<file path="src/rtl/core/pcaa_pkg.sv">
package pcaa_pkg;

	// Default build constants
	localparam int CORDIC_STAGES_DEF = 16;
	localparam int PHASE_BITS_DEF    = 16;

	// Datapath widths
	localparam int AMP_W = 31;
	localparam int CMP_W = 32;
	localparam int MAG_W = 40;
	localparam int XW    = 44;
	localparam int ZW    = 33;
	localparam int AW    = 32;

	// CORDIC gain in Q0.32 and angle constants on a 2^32 turn
	localparam logic [31:0] GAIN_Q32     = 32'h9B74_EDA8;
	localparam logic [31:0] HALF_TURN    = 32'h8000_0000;
	localparam logic signed [ZW-1:0] QUARTER_P = 33'sh0_4000_0000;
	localparam logic signed [ZW-1:0] QUARTER_N = -33'sh0_4000_0000;
	localparam logic signed [ZW-1:0] HALF_P    = 33'sh0_8000_0000;
	localparam logic [AMP_W-1:0] AMP_MAX   = 31'h7FFF_FFFF;

	// Opcode values
	typedef enum logic {
		OP_POLAR = 1'b0,
		OP_CART  = 1'b1
	} op_t;

	// One classified item between front and back
	typedef struct packed {
		logic                   cart;
		logic [AMP_W-1:0]       base_amp;
		logic                   base_neg;
		logic signed [ZW-1:0]   base_z;
		logic [AMP_W-1:0]       add_amp;
		logic                   add_neg;
		logic signed [ZW-1:0]   add_z;
		logic signed [CMP_W-1:0] add_re;
		logic signed [CMP_W-1:0] add_im;
	} item_t;

	// Arctangent of 2^-i as a fraction of a 2^32 turn
	function automatic logic [AW-1:0] atan_q32(input int i);
		logic [AW-1:0] t;
		unique case (i)
			0:  t = 32'h2000_0000;  1: t = 32'h12E4_051D;
			2:  t = 32'h09FB_385B;  3: t = 32'h0511_11D4;
			4:  t = 32'h028B_0D43;  5: t = 32'h0145_D7E1;
			6:  t = 32'h00A2_F61E;  7: t = 32'h0051_7C55;
			8:  t = 32'h0028_BE53;  9: t = 32'h0014_5F2E;
			10: t = 32'h000A_2F98; 11: t = 32'h0005_17CC;
			12: t = 32'h0002_8BE6; 13: t = 32'h0001_45F3;
			14: t = 32'h0000_A2F9; 15: t = 32'h0000_517C;
			16: t = 32'h0000_28BE; 17: t = 32'h0000_145F;
			18: t = 32'h0000_0A2F; 19: t = 32'h0000_0517;
			20: t = 32'h0000_028B; 21: t = 32'h0000_0145;
			22: t = 32'h0000_00A2; 23: t = 32'h0000_0051;
			24: t = 32'h0000_0028; 25: t = 32'h0000_0014;
			26: t = 32'h0000_000A; 27: t = 32'h0000_0005;
			28: t = 32'h0000_0002; 29: t = 32'h0000_0001;
			default: t = 32'h0000_0000;
		endcase
		return t;
	endfunction

endpackage

</file>
<file path="src/rtl/core/pcaa_front.sv">
module pcaa_front #(
	parameter int PHASE_BITS = pcaa_pkg::PHASE_BITS_DEF
) (
	input  logic                          opcode,
	input  logic [pcaa_pkg::AMP_W-1:0]    base_amp,
	input  logic [PHASE_BITS-1:0]         base_phase,
	input  logic [pcaa_pkg::AMP_W-1:0]    add_amp,
	input  logic [PHASE_BITS-1:0]         add_phase,
	input  logic [pcaa_pkg::CMP_W-1:0]    add_re,
	input  logic [pcaa_pkg::CMP_W-1:0]    add_im,
	output pcaa_pkg::item_t               item
);

	localparam int SH = 32 - PHASE_BITS;

	logic signed [pcaa_pkg::ZW-1:0] bz_raw, az_raw;
	logic [31:0] ba, aa;

	// Scale phases to a 2^32 turn
	always_comb begin
		ba = 32'(base_phase) << SH;
		aa = 32'(add_phase) << SH;
		bz_raw = signed'({ba[31], ba});
		az_raw = signed'({aa[31], aa});
	end

	// Fold angles beyond a quarter turn by a half turn and classify the addend
	always_comb begin
		item.cart     = (pcaa_pkg::op_t'(opcode) == pcaa_pkg::OP_CART);
		item.base_amp = base_amp;
		item.add_amp  = add_amp;
		item.add_re   = signed'(add_re);
		item.add_im   = signed'(add_im);
		priority if (bz_raw > pcaa_pkg::QUARTER_P) begin
			item.base_neg = 1'b1;
			item.base_z   = bz_raw - pcaa_pkg::HALF_P;
		end else if (bz_raw < pcaa_pkg::QUARTER_N) begin
			item.base_neg = 1'b1;
			item.base_z   = bz_raw + pcaa_pkg::HALF_P;
		end else begin
			item.base_neg = 1'b0;
			item.base_z   = bz_raw;
		end
		priority if (az_raw > pcaa_pkg::QUARTER_P) begin
			item.add_neg = 1'b1;
			item.add_z   = az_raw - pcaa_pkg::HALF_P;
		end else if (az_raw < pcaa_pkg::QUARTER_N) begin
			item.add_neg = 1'b1;
			item.add_z   = az_raw + pcaa_pkg::HALF_P;
		end else begin
			item.add_neg = 1'b0;
			item.add_z   = az_raw;
		end
	end

endmodule

</file>
<file path="config.mk">
export PLATFORM = sky130hd
export DESIGN_NAME = pcaa_front
export DESIGN_NICKNAME = d
export VERILOG_FILES = /design/src/rtl/core/pcaa_pkg.sv /design/src/rtl/core/pcaa_front.sv
export SDC_FILE = /design/constraint.sdc
export NUM_CORES = 1
export LEC_CHECK = 0
export ABC_AREA = 1
export CELL_PAD_IN_SITES_DETAIL_PLACEMENT = 1
export CELL_PAD_IN_SITES_GLOBAL_PLACEMENT = 1
export CORE_AREA = 2 2 139 141
export DETAILED_ROUTE_END_ITERATION = 6
export DIE_AREA = 0 0 141 143
export DONT_BUFFER_PORTS = 1
export PLACE_DENSITY = 0.3
export REMOVE_ABC_BUFFERS = 1
export SYNTH_ARGS = -nofsm -noshare
export SYNTH_HDL_FRONTEND = slang
export SYNTH_SLANG_ARGS = --single-unit
</file>
<file path="constraint.sdc">
create_clock -name vclk -period 1.1
set_clock_uncertainty 0.05 [all_clocks]
set_input_delay 0.33 -clock vclk [all_inputs]
set_output_delay 0.33 -clock vclk [all_outputs]
set_load 0.02 [all_outputs]
</file>
==> results.md <==
Die:
- The floorplan step defined a die boundary enclosing 20200 um2.
- From bottom edge to top edge, the die measures 143 um.
- The die is 141 um wide.
- The number of top-level pins is 354.
- The number of placement rows is 50.
- The initial cell density of the core is 8.59%.
- The area of the core is 18600 um2.

Critical path:
- Along the worst path, the maximum fanout reaches 3.
- The nature of the critical path startpoint is an input port.
- STA puts the critical path data required time at 0.72 ns.
- The arrival time at the worst endpoint is 0.87 ns.
- Counting stages on the worst path, the most repeated cell is sky130_fd_sc_hd__nor2_4.
- In this design, the stage delay of the slowest critical-path cell is 0.16 ns.
- The critical path goes through nor2_4 -> nand2_2 -> nor2_4 -> a21oi_1 -> buf_4.
- The worst setup path is captured at an output port.
- The cell with the largest stage delay on the worst path is sky130_fd_sc_hd__buf_4.
- The worst setup path is of the in2out kind.

Route:
- The pre-antenna-repair detailed-routing pass consisted of 4 iterations.
- Dividing the detail-routed wire length by the instance count gives 70.0 um.
- For this block, the initial DRC count from the detailed router was 53.
- The final route contains 804 vias.
- The count of nets left with antenna violations once routing finished came out at 0.
- The number of DRC violations after detailed routing is 0.
- In the routed layout, each cell is associated on average with a via count of 2.59.
- The total length of routed wires is 21.7 mm.

Min path:
- The path type of the worst min-delay path is in2out.

Synth:
- By area the synthesized netlist is led by sky130_fd_sc_hd__buf_4 (89%), sky130_fd_sc_hd__nor2_1 (3.1%), sky130_fd_sc_hd__nor2_2 (2.0%).
- The mean cell area of the mapped netlist is 7.00 um2.
- Summing the sequential cell areas from Yosys gives 0% of the chip area.
- The dominant cell type by area after synthesis is sky130_fd_sc_hd__buf_4.
- Summed over its instances, the top area cell type makes up 88.9% of the synthesized netlist area.
- Synthesis handed over a netlist of 228 instances.
- In this run the cell area of the synthesized design comes to 1600 um2.
- The number of distinct library cells after synthesis is 8.
- The warning count from the yosys run is 0.

Global route:
- The global-route wire length before repair is 22.9 mm.
- The maximum number of pins on one net before global-route repair is 4.
- Global routing used 20.5% of the available tracks.
- The number of antenna violations at the first check in global routing is 0.
- The via count of the first global-routing pass is 640.
- For this run the aggregate overflow at the end of global routing stands at 0.

STA:
- Counting I/O delays and the setup requirement, the final critical path takes 1.25 ns.
- Setup violations remaining at the end of the flow were counted as 6.
- The number of pins exceeding their max-slew limit in the final report is 0.
- The number of failing hold endpoints at the final stage is 0.
- Setup repair after global routing could not meet its margin everywhere.
- The final period utilization is 113%.
- Once routing completed, OpenROAD measured the worst setup slack at -0.145 ns.
- The highest clock frequency the design can meet is 803 MHz.

Finish:
- The number of antenna diodes in the final layout is 0.
- The area overhead of the layout relative to synthesis is -50.6%.
- The number of sequential cells is 0.
- Cells with a size suffix above 1 make up 48.7% of the layout.
- The total number of nets in the final design is 237.
- The area occupied by registers is 0 um2.
- Counting the clock-network buffers in the layout gives 0.

Placed design:
- OpenSTA, run right after detailed placement, puts the worst setup slack at -0.231 ns.
- Buffers placed on the I/O ports in this run total 0.
- The sum of net half-perimeters after detailed placement is 21.2 mm.
- The global placement routability congestion is 0.955.

Status:
- The final reports fail on setup timing.
- The flow ran to the end, but the final reports show violations.

Flow run:
- The max-capacitance violation count is 0.

Power:
- The worst ir drop on vdd is 0.0712 mV.
- Dividing total power by cell area gives a power density of 273 nW/um2.
- In this run the static leakage power is 0.222 nW.
- The total power consumption of the routed design is 0.215 mW.

Clock tree:
- The number of hold-repair buffers added at the cts stage is 0.
==> layout make-up <==
| type | instances | area, um2 |
|---|---|---|
| fillers | 2219 | 17800 |
| inverters | 4 | 15.0 |
| multi-input cells | 66 | 424 |
| well taps | 234 | 293 |
| repair buffers | 6 | 56.3 |
==> critical path: cells and delay by family <==
| kind | cells | cell delay, ns |
|---|---|---|
| buffers and inverters | 1 | 0.16 |
| AND/OR/NAND/NOR | 3 | 0.30 |
| AO/OA/AOI/OAI | 1 | 0.09 |
==> path summary, 6_finish.rpt <==
check,startpoint,end,cells after the start
setup / recovery,base_phase[2],item[162],5
hold / removal,base_phase[1],item[146],0
==> per-layer routing <==
layer | global-route usage [%] | vias to the layer above | part of all wire [%]
li1 | - | 161 | -
met1 | 4.21 | 222 | 7.3
met2 | 39.7 | 397 | 53
met3 | 35.9 | 22 | 37
met4 | 3.16 | 2 | 2.5
met5 | 3.26 | - | 0.43
==> cells in the final DEF, fill, tap and decap left out <==
cell type                  n
sky130_fd_sc_hd__a21oi_1   1
sky130_fd_sc_hd__a21oi_2   5
sky130_fd_sc_hd__buf_4     3
sky130_fd_sc_hd__buf_6     3
sky130_fd_sc_hd__conb_1   32
sky130_fd_sc_hd__inv_1     4
sky130_fd_sc_hd__nand2_2   8
sky130_fd_sc_hd__nor2_2    3
sky130_fd_sc_hd__nor2_4   15
sky130_fd_sc_hd__xnor2_1   2
==> through the flow <==
stage,instances,instance area (um2),TNS (ns),utilization (%),hold slack (ns)
floorplan,70,293,-0.644,-,0.610
global placement,310,631,-0.937,3.39,0.610
detailed placement,310,631,-1.11,3.39,0.610
CTS,310,719,-0.896,3.87,0.610
global route,310,788,-0.922,4.24,0.610
finish,310,788,-0.755,4.24,0.610
==> cells in the mapped netlist <==
cell type,instances
sky130_fd_sc_hd__inv_1,4
sky130_fd_sc_hd__a21oi_1,6
sky130_fd_sc_hd__xnor2_1,2
sky130_fd_sc_hd__conb_1,1
sky130_fd_sc_hd__nor2_1,13
sky130_fd_sc_hd__buf_4,189
sky130_fd_sc_hd__nor2_2,5
sky130_fd_sc_hd__nand2_1,8
==> power by group <==
| part | switching, mW | internal [mW] |
|---|---|---|
| logic | 0.155 | 0.0597 |
| registers | 0 | 0 |
| clock network | 0 | 0 |
==> cells by family (layout without fill, tap and decap cells) <==
| family | count (synthesis) | in the layout | synth area share (%) |
|---|---|---|---|
| AO/OA/AOI/OAI | 6 | 6 | 1.88 |
| XOR/XNOR | 2 | 2 | 1.10 |
| buffers and inverters | 193 | 10 | 89.9 |
| other | 1 | 32 | 0.235 |
| AND/OR/NAND/NOR | 26 | 26 | 6.90 |
==> repair_timing <==
action	4_1_cts	5_1_grt
pin swaps	16	9
buffers inserted	0	0
cloned	0	0
setup endpoints to repair	6	6
resized for setup	25	19
Note: power is estimated with default switching activity, not from simulation.
