$ cat src/rtl/core/pcaa_pkg.sv
package pcaa_pkg;

	// Default build constants
	localparam int CORDIC_STAGES_DEF = 16;
	localparam int PHASE_BITS_DEF    = 16;

	// Datapath widths
	localparam int AMP_W = 31;
	localparam int CMP_W = 32;
	localparam int MAG_W = 40;
	localparam int XW    = 44;
	localparam int ZW    = 33;
	localparam int AW    = 32;

	// CORDIC gain in Q0.32 and angle constants on a 2^32 turn
	localparam logic [31:0] GAIN_Q32     = 32'h9B74_EDA8;
	localparam logic [31:0] HALF_TURN    = 32'h8000_0000;
	localparam logic signed [ZW-1:0] QUARTER_P = 33'sh0_4000_0000;
	localparam logic signed [ZW-1:0] QUARTER_N = -33'sh0_4000_0000;
	localparam logic signed [ZW-1:0] HALF_P    = 33'sh0_8000_0000;
	localparam logic [AMP_W-1:0] AMP_MAX   = 31'h7FFF_FFFF;

	// Opcode values
	typedef enum logic {
		OP_POLAR = 1'b0,
		OP_CART  = 1'b1
	} op_t;

	// One classified item between front and back
	typedef struct packed {
		logic                   cart;
		logic [AMP_W-1:0]       base_amp;
		logic                   base_neg;
		logic signed [ZW-1:0]   base_z;
		logic [AMP_W-1:0]       add_amp;
		logic                   add_neg;
		logic signed [ZW-1:0]   add_z;
		logic signed [CMP_W-1:0] add_re;
		logic signed [CMP_W-1:0] add_im;
	} item_t;

	// Arctangent of 2^-i as a fraction of a 2^32 turn
	function automatic logic [AW-1:0] atan_q32(input int i);
		logic [AW-1:0] t;
		unique case (i)
			0:  t = 32'h2000_0000;  1: t = 32'h12E4_051D;
			2:  t = 32'h09FB_385B;  3: t = 32'h0511_11D4;
			4:  t = 32'h028B_0D43;  5: t = 32'h0145_D7E1;
			6:  t = 32'h00A2_F61E;  7: t = 32'h0051_7C55;
			8:  t = 32'h0028_BE53;  9: t = 32'h0014_5F2E;
			10: t = 32'h000A_2F98; 11: t = 32'h0005_17CC;
			12: t = 32'h0002_8BE6; 13: t = 32'h0001_45F3;
			14: t = 32'h0000_A2F9; 15: t = 32'h0000_517C;
			16: t = 32'h0000_28BE; 17: t = 32'h0000_145F;
			18: t = 32'h0000_0A2F; 19: t = 32'h0000_0517;
			20: t = 32'h0000_028B; 21: t = 32'h0000_0145;
			22: t = 32'h0000_00A2; 23: t = 32'h0000_0051;
			24: t = 32'h0000_0028; 25: t = 32'h0000_0014;
			26: t = 32'h0000_000A; 27: t = 32'h0000_0005;
			28: t = 32'h0000_0002; 29: t = 32'h0000_0001;
			default: t = 32'h0000_0000;
		endcase
		return t;
	endfunction

endpackage

$ cat src/rtl/core/pcaa_queue.sv
module pcaa_queue (
	input  logic            clk,
	input  logic            arst_n,
	input  logic            wr,
	input  pcaa_pkg::item_t wdata,
	output logic            full,
	input  logic            rd,
	output logic            rvalid,
	output pcaa_pkg::item_t rdata
);

	pcaa_pkg::item_t mem_q [2];
	logic       wptr_q, rptr_q;
	logic [1:0] cnt_q;

	assign full   = (cnt_q == 2'd2);
	assign rvalid = (cnt_q != 2'd0);
	assign rdata  = mem_q[rptr_q];

	// Hold classified beats until the back end takes them
	always_ff @(posedge clk or negedge arst_n) begin
		if (!arst_n) begin
			wptr_q <= 1'b0;
			rptr_q <= 1'b0;
			cnt_q  <= 2'd0;
		end else begin
			if (wr) wptr_q <= ~wptr_q;
			if (rd) rptr_q <= ~rptr_q;
			cnt_q <= cnt_q + 2'(wr) - 2'(rd);
		end
	end

	always_ff @(posedge clk) begin
		if (wr) mem_q[wptr_q] <= wdata;
	end

endmodule

$ cat config.mk
export PLATFORM = sky130hd
export DESIGN_NAME = pcaa_queue
export DESIGN_NICKNAME = d
export VERILOG_FILES = /design/src/rtl/core/pcaa_pkg.sv /design/src/rtl/core/pcaa_queue.sv
export SDC_FILE = /design/constraint.sdc
export NUM_CORES = 1
export LEC_CHECK = 0
export ABC_CLOCK_PERIOD_IN_PS = 23100
export BUFFER_PORTS_ARGS = -buffer_cell sky130_fd_sc_hd__buf_4
export CORE_AREA = 3 3 169 171
export DETAILED_ROUTE_END_ITERATION = 8
export DIE_AREA = 0 0 172 174
export PLACE_DENSITY = 0.82
export SYNTH_ARGS = -nofsm -noshare
export SYNTH_HDL_FRONTEND = slang
export SYNTH_SLANG_ARGS = --single-unit
$ cat constraint.sdc
create_clock -name clk -period 23.1 [get_ports clk]
set_input_delay 4.62 -clock clk [delete_from_list [all_inputs] [get_ports clk]]
set_output_delay 4.62 -clock clk [all_outputs]
set_load 0.01 [all_outputs]
==> results of run 1 <==
how the worst min path moves through the flow:
| stage | end | cells after the start | slack (ns) | startpoint |
|---|---|---|---|---|
| after floorplan | wptr_q$_DFFE_PN0P_ | 1 | 0.46 | wptr_q$_DFFE_PN0P_ |
| after global placement | wptr_q$_DFFE_PN0P_ | 1 | 0.53 | wptr_q$_DFFE_PN0P_ |
| after detailed placement | wptr_q$_DFFE_PN0P_ | 1 | 0.53 | wptr_q$_DFFE_PN0P_ |
| after CTS | wptr_q$_DFFE_PN0P_ | 1 | 0.54 | wptr_q$_DFFE_PN0P_ |
| after global routing | wptr_q$_DFFE_PN0P_ | 1 | 0.59 | wptr_q$_DFFE_PN0P_ |
| final | wptr_q$_DFFE_PN0P_ | 1 | 0.54 | wptr_q$_DFFE_PN0P_ |
routing by layer:
layer / track usage / wire length [µm] / up-vias
met5: 0 / 0 / -
met4: 0.07618 / 1084 / 0
met3: 0.06209 / 3013 / 63
met2: 0.3478 / 15990 / 352
met1: 0.2472 / 11470 / 3663
li1: - / - / 3330
cells in the final DEF, fill, tap and decap left out, types with 2 or more instances in the layout:
master / synthesis / layout
buf_4: 0 / 403
edfxtp_1: 390 / 390
mux2_4: 140 / 140
mux2_2: 55 / 55
clkbuf_16: 0 / 41
clkinv_1: 0 / 9
clkbuf_1: 0 / 7
clkinv_2: 0 / 6
bufinv_16: 0 / 5
clkinvlp_4: 0 / 3
dfrtp_1: 4 / 3
diode_2: 0 / 2
inv_1: 2 / 2
xor2_1: 2 / 2
ha_1: 2 / 2
inv_6: 0 / 2
per-stage QoR:
step | setup slack (ns) | cell area (µm²)
finish | 14.93 | 19410
global route | 14.74 | 19410
CTS | 14.89 | 19400
detailed placement | 15.44 | 18100
global placement | 15.50 | 18100
floorplan | 9.293 | 14850
cells by family after synthesis:
group	count (synthesis)	share of synthesized area
buf+inv	24	0.01508
xor+xnor	3	0.002781
simple gates	4	0.001686
fa+ha+maj	2	0.001685
mux	195	0.1833
flops	394	0.7955
power breakdown:
group	total (µW)	switching, µW	internal, µW	leakage, µW
Combinational	788	360	427	0.00337
Clock	632	251	381	0.000631
Sequential	1000	49.3	951	0.00371
worst max-delay path: cells and delay by family, from the launching register on:
kind,cells,cell delay [ns]
buf+inv,3,1.73
flops,1,0.79
mux,1,0.36
flip-flops by register name, indices dropped and copies added (netlist names):
signal  flops
wptr_q      1
mem_q     390
cnt_q       2
rptr_q      1
area by class of cell:
type / count / area [µm²] / share of cell area
clock inverter: 25 / 254.0 / 0.01309
clock buffer: 48 / 1052 / 0.05422
multi-input combinational: 204 / 2823 / 0.1454
timing repair buffer: 403 / 3025 / 0.1559
sequential: 394 / 11820 / 0.6088
inverter: 2 / 7.507 / 0.0003868
tap: 341 / 426.7 / 0.02198
antenna: 2 / 5.005 / 0.0002579
==> results.sh, run 1 <==
export IMPL_final_util=0.7181
export IMPL_slowest_delay_ns=0.83
export IMPL_crit_top_cell="buf_4"
export IMPL_r2r_end="mem_q[0][74]$_DFFE_PP_"
export IMPL_yosysWarnings=0
export IMPL_period_minus_slack_ns=8.175
export IMPL_cts_tree="yes"
export IMPL_cp_max_fo=66
export IMPL_route_detailed_drc=0
export IMPL_cp_end_kind="primary output"
export IMPL_criticalPathCategory="flip-flop to primary output"
export IMPL_io_pins=396
export IMPL_rows=60
export IMPL_power_leakage_uw=0.007707
export IMPL_start_util=0.5494
export IMPL_cts_buffers=40
export IMPL_whs_ns=0.5416
export IMPL_wl_per_cell_um=22.24
export IMPL_dp_cells=1344
export IMPL_cp_required_ns=18.48
export IMPL_crit_chain="buf_4 -> buf_4 -> mux2_4 -> buf_4"
export IMPL_synth_top_flop_cell="edfxtp_1"
export IMPL_synth_commonest_cells="edfxtp_1, mux2_4, mux2_2"
export IMPL_clock_skew_ns=0.006102
export IMPL_cp_startpoint="rptr_q$_DFFE_PN0P_"
export IMPL_synth_area_per_cell_um2=23.87
export IMPL_overflow=0
export IMPL_chipHeight_um=174
export IMPL_fin_tns_setup_ns=0
export IMPL_grt_max_degree=79
export IMPL_ctsResizeCount=0
export IMPL_synth_distinct_cells=13
export IMPL_synth_edff_count=390
export IMPL_drtAntennaViolNets=0
export IMPL_critical_path_endpoint="rdata[152]"
export IMPL_avgViaCountPerCell=5.221
export IMPL_outcome="finished clean"
export IMPL_hold_viol_final=0
export IMPL_setup_violations=0
export IMPL_grt_usage=0.2048
export IMPL_final_cells=1419
export IMPL_reg2reg_depth=3
export IMPL_antenna_found_initial=2
export IMPL_total_power_uw=2421
export IMPL_slew_headroom=0.2637
export IMPL_hold_path_class="flip-flop to flip-flop"
export IMPL_vias=7408
export IMPL_cp_arrival_ns=3.55
export IMPL_grt_pass1_vias=7710
export IMPL_die_area_mm2=0.02993
export IMPL_r2r_start="wptr_q$_DFFE_PN0P_"
export IMPL_port_buffers=395
export IMPL_synth_area_mm2=0.01485
export IMPL_synthArstFlopShare=0.01015
export IMPL_fp_coreArea_mm2=0.02703
export IMPL_syn2layout_area_growth_pct=30.72
export IMPL_rrSetupSlack_ns=20.67
export IMPL_gp_congestion=0.8107
export IMPL_cts_hold_buf=0
export IMPL_post_cts_setup_buffers=0
export IMPL_n_fill_cell=1621
export IMPL_yosys_register_bits=394
export IMPL_clkSinkCount=394
export IMPL_drive_above_1_share=0.6125
export IMPL_max_cap_violations=0
export IMPL_final_nets=1246
export IMPL_fmax_ghz=0.1223
export IMPL_wirelength_um=31570
export IMPL_htree_levels=2
export IMPL_clk_path_buf_depth=3
export IMPL_synth_most_common_cell="edfxtp_1"
export IMPL_ys_seq_area_frac=0.7955
export IMPL_synthCells=622
export IMPL_pwr_density_cell_mw_per_mm2=124.7
export IMPL_cts_clk_slew_worst_paths_ns=0.06
export IMPL_drtIter0Drc=561
export IMPL_cpMaxStageDelayCell="buf_4"
export IMPL_vdd_ir_drop_max_mv=0.08349
export IMPL_yosys_area_top_type_share=0.7887
export IMPL_cts_root_buf="clkbuf_16"
export IMPL_synth_nets=823
export IMPL_first_pass_iters=4
export IMPL_worst_setup_path_start_kind="flip-flop"
export IMPL_hpwlAfterDp_um=21730
export IMPL_worst_pin_slew_ns=1.104
export IMPL_rsz0062_at_grt="false"
export IMPL_drv_slew=0
export IMPL_yosysTopAreaCell="edfxtp_1"
export IMPL_period_share=0.3539
export IMPL_synth_area_top_cells="edfxtp_1, mux2_4, mux2_2"
export IMPL_die_w_um=172
export IMPL_grt_pass1_wl_um=46120
export IMPL_worstSkewPairLatency_ns=0.51
Note: power is estimated with default switching activity, not from simulation.
==> inputs of run 2 (changes only) <==
==> config.mk (replaced) <==
export PLATFORM = sky130hd
export DESIGN_NAME = pcaa_queue
export DESIGN_NICKNAME = d
export VERILOG_FILES = /design/src/rtl/core/pcaa_pkg.sv /design/src/rtl/core/pcaa_queue.sv
export SDC_FILE = /design/constraint.sdc
export NUM_CORES = 1
export LEC_CHECK = 0
export ABC_AREA = 1
export ABC_CLOCK_PERIOD_IN_PS = 8450
export BUFFER_PORTS_ARGS = -buffer_cell sky130_fd_sc_hd__buf_4
export CORE_AREA = 3 3 172 174
export DETAILED_ROUTE_END_ITERATION = 8
export DIE_AREA = 0 0 175 177
export PLACE_DENSITY = 0.78
export SYNTH_ARGS = -nofsm -noshare
export SYNTH_HDL_FRONTEND = slang
export SYNTH_SLANG_ARGS = --single-unit
==> constraint.sdc (replaced) <==
create_clock -name clk -period 8.45 [get_ports clk]
set_input_delay 1.69 -clock clk [delete_from_list [all_inputs] [get_ports clk]]
set_output_delay 1.69 -clock clk [all_outputs]
set_load 0.01 [all_outputs]
==> run 2 against run 1 <==
- non-clock buffer count fell by 1
- setup slack got worse by 11 ns
- final area fell by 1.5%
- power rose to 2.6 times the previous value
- sequential share of layout area rose by 0.95 points
- die area rose by 3.5%
- sequential power rose to 2.7 times the previous value
- area after synthesis fell by 1.8%
- hold slack improved by 0.0041 ns
- clock skew rose by 0.0041 ns
- first-iteration DRC count fell by 4.8%
- critical endpoint is now rdata[77]
- sequential cell count did not move
- largest cell class unchanged
==> results.sh, run 2 <==
export IMPL_outcome="finished clean"
export IMPL_clkSinkCount=394
export IMPL_largest_registers="mem_q x390, cnt_q x2"
export IMPL_first_pass_iters=4
export IMPL_wl_per_cell_um=17.46
export IMPL_cts_buffers=40
export IMPL_n_fill_cell=1897
export IMPL_synth_area_top_cells="edfxtp_1, o21ai_0, inv_1"
export IMPL_period_share=0.5573
export IMPL_synth_most_common_cell="edfxtp_1"
export IMPL_worst_pin_slew_ns=1.050
export IMPL_pwr_density_cell_mw_per_mm2=334.1
export IMPL_yosys_register_bits=394
export IMPL_criticalPathCategory="flip-flop to primary output"
export IMPL_io_pins=396
export IMPL_grt_max_degree=178
export IMPL_drive_above_1_share=0.3077
export IMPL_use_met3=0.07722
export IMPL_gp_congestion=0.7821
export IMPL_drv_slew=0
export IMPL_crit_chain="buf_4 -> o21ai_0 -> buf_4"
export IMPL_overflow=0
export IMPL_hold_path_class="flip-flop to flip-flop"
export IMPL_chipHeight_um=177
export IMPL_grt_busiest_layer="met2"
export IMPL_final_nets=1645
export IMPL_slowest_delay_ns=0.93
export IMPL_synth_distinct_cells=11
export IMPL_die_w_um=175
export IMPL_cpMaxStageDelayCell="dfrtp_4"
export IMPL_yosys_area_top_type_share=0.8034
export IMPL_fp_coreArea_mm2=0.02793
export IMPL_setup_violations=0
export IMPL_cp_required_ns=6.76
export IMPL_total_power_uw=6384
export IMPL_synthCells=1043
export IMPL_cts_tree="yes"
export IMPL_synth_edff_count=390
export IMPL_synthArstFlopShare=0.01015
export IMPL_worstSkewPairLatency_ns=0.50
export IMPL_cp_max_fo=128
export IMPL_clock_skew_ns=0.01017
export IMPL_power_leakage_uw=0.008065
export IMPL_cts_clk_slew_worst_paths_ns=0.06
export IMPL_port_buffers=395
export IMPL_route_detailed_drc=0
export IMPL_rows=61
export IMPL_htree_levels=2
export IMPL_crit_top_cell="buf_4"
export IMPL_drtIter0Drc=534
export IMPL_slew_headroom=0.2997
export IMPL_hold_viol_final=0
export IMPL_synth_area_per_cell_um2=13.98
export IMPL_diodes=0
export IMPL_largest_reg_flops=390
export IMPL_fmax_ghz=0.2124
export IMPL_yosysTopAreaCell="edfxtp_1"
export IMPL_critPathBufInv=2
export IMPL_fin_tns_setup_ns=0
export IMPL_grtUsageMet1=0.2206
export IMPL_antenna_found_initial=0
export IMPL_post_cts_setup_buffers=0
export IMPL_die_area_mm2=0.03098
export IMPL_synth_commonest_cells="edfxtp_1, inv_1, nand2_1"
export IMPL_period_minus_slack_ns=4.709
export IMPL_cp_end_kind="primary output"
export IMPL_ys_seq_area_frac=0.8103
export IMPL_syn2layout_area_growth_pct=31.10
export IMPL_layout_common_cells="buf_4, edfxtp_1, nand2_1"
export IMPL_vias=8967
export IMPL_hpwlAfterDp_um=21890
export IMPL_start_util=0.5218
export IMPL_synth_top_flop_cell="edfxtp_1"
export IMPL_drtAntennaViolNets=0
export IMPL_worst_setup_path_start_kind="flip-flop"
export IMPL_grt_usage=0.2017
export IMPL_final_common_cell="buf_4"
export IMPL_max_cap_violations=0
export IMPL_avgViaCountPerCell=4.847
export IMPL_rsz0062_at_grt="false"
export IMPL_cts_root_buf="clkbuf_16"
export IMPL_synth_nets=1244
export IMPL_grtUsageMet2=0.3599
export IMPL_cp_arrival_ns=3.02
export IMPL_vdd_ir_drop_max_mv=0.3664
export IMPL_synth_area_mm2=0.01458
export IMPL_grt_pass1_vias=9229
export IMPL_top_register="mem_q"
export IMPL_clk_path_buf_depth=3
export IMPL_cts_hold_buf=0
export IMPL_yosysWarnings=0
export IMPL_wirelength_um=32310
export IMPL_ctsResizeCount=0
export IMPL_crit_family="buffers and inverters"
export IMPL_grt_pass1_wl_um=48250
run 2: changes by cell type after synthesis, sizes merged:
cell,before,now
and2,1,0
buf,22,43
inv,2,202
mux2,195,0
nand2,0,202
nand3,0,1
nor2,0,2
nor2b,2,0
o21ai,0,195
or2,1,0
xor3,1,0
run 2: worst register-to-register path, delay by kind of cell, from the launching register on:
family	cells	cell delay (ns)
flops	1	0.42
simple gates	1	0.15
buf+inv	2	1.26
run 2: cell families (layout without fill, tap and decap cells):
| group | after synthesis | count (layout) | synth area share |
|---|---|---|---|
| AND/OR/NAND/NOR | 205 | 205 | 0.05288 |
| XOR/XNOR | 2 | 2 | 0.001202 |
| adder cells (fa/ha/maj) | 2 | 2 | 0.001716 |
| flip-flops | 394 | 394 | 0.8103 |
| AO/OA/AOI/OAI | 195 | 195 | 0.06695 |
| buffers and inverters | 245 | 674 | 0.06695 |
run 2: per-stage QoR:
stage          cell area, µm²  setup slack (ns)  hold WS [ns]  cells    util
2_1_floorplan           14580             1.220        0.4810   1043       -
3_3_place_gp            17890             4.378        0.5341   1780  0.6405
3_5_place_dp            17890             4.292        0.5333   1780  0.6405
4_1_cts                 19110             3.751        0.5458   1850  0.6841
5_1_grt                 19110             3.494        0.5720   1850  0.6841
6_report                19110             3.741        0.5457   1850  0.6841
run 2: layout make-up:
type / instances / area, µm² / area share
clock buffer: 57 / 1086 / 0.05683
clock inverter: 13 / 132.6 / 0.006940
inverter: 202 / 763.2 / 0.03994
multi-input combinational: 404 / 1797 / 0.09402
sequential: 394 / 11820 / 0.6183
tap: 378 / 473.0 / 0.02475
timing repair buffer: 402 / 3043 / 0.1592
run 2: layer usage:
metal  part of all wire  routed length (µm)
met5                  0                   0
met4              0.035                1125
met3               0.11                3453
met2               0.51               16460
met1               0.35               11270
run 2: final timing paths:
path / cells after the start / start / slack [ns] / to
worst max-delay path: 3 / rptr_q$_DFFE_PN0P_ / 3.74 / rdata[77]
worst min-delay path: 1 / wptr_q$_DFFE_PN0P_ / 0.55 / wptr_q$_DFFE_PN0P_
worst max register to register: 3 / wptr_q$_DFFE_PN0P_ / 6.16 / mem_q[1][126]$_DFFE_PP_
worst min register to register: 1 / wptr_q$_DFFE_PN0P_ / 0.55 / wptr_q$_DFFE_PN0P_
max in group asynchronous: 1 / arst_n / 7.36 / rptr_q$_DFFE_PN0P_
min in group asynchronous: 1 / arst_n / 0.97 / wptr_q$_DFFE_PN0P_
run 2: where the power goes:
| part | internal [µW] | total, µW | switching [µW] | leakage, µW |
|---|---|---|---|---|
| Sequential | 2600 | 2740 | 138 | 0.00371 |
| Combinational | 827 | 2010 | 1180 | 0.00377 |
| Clock | 982 | 1640 | 659 | 0.000592 |
| Total | 4410 | 6380 | 1980 | 0.00807 |
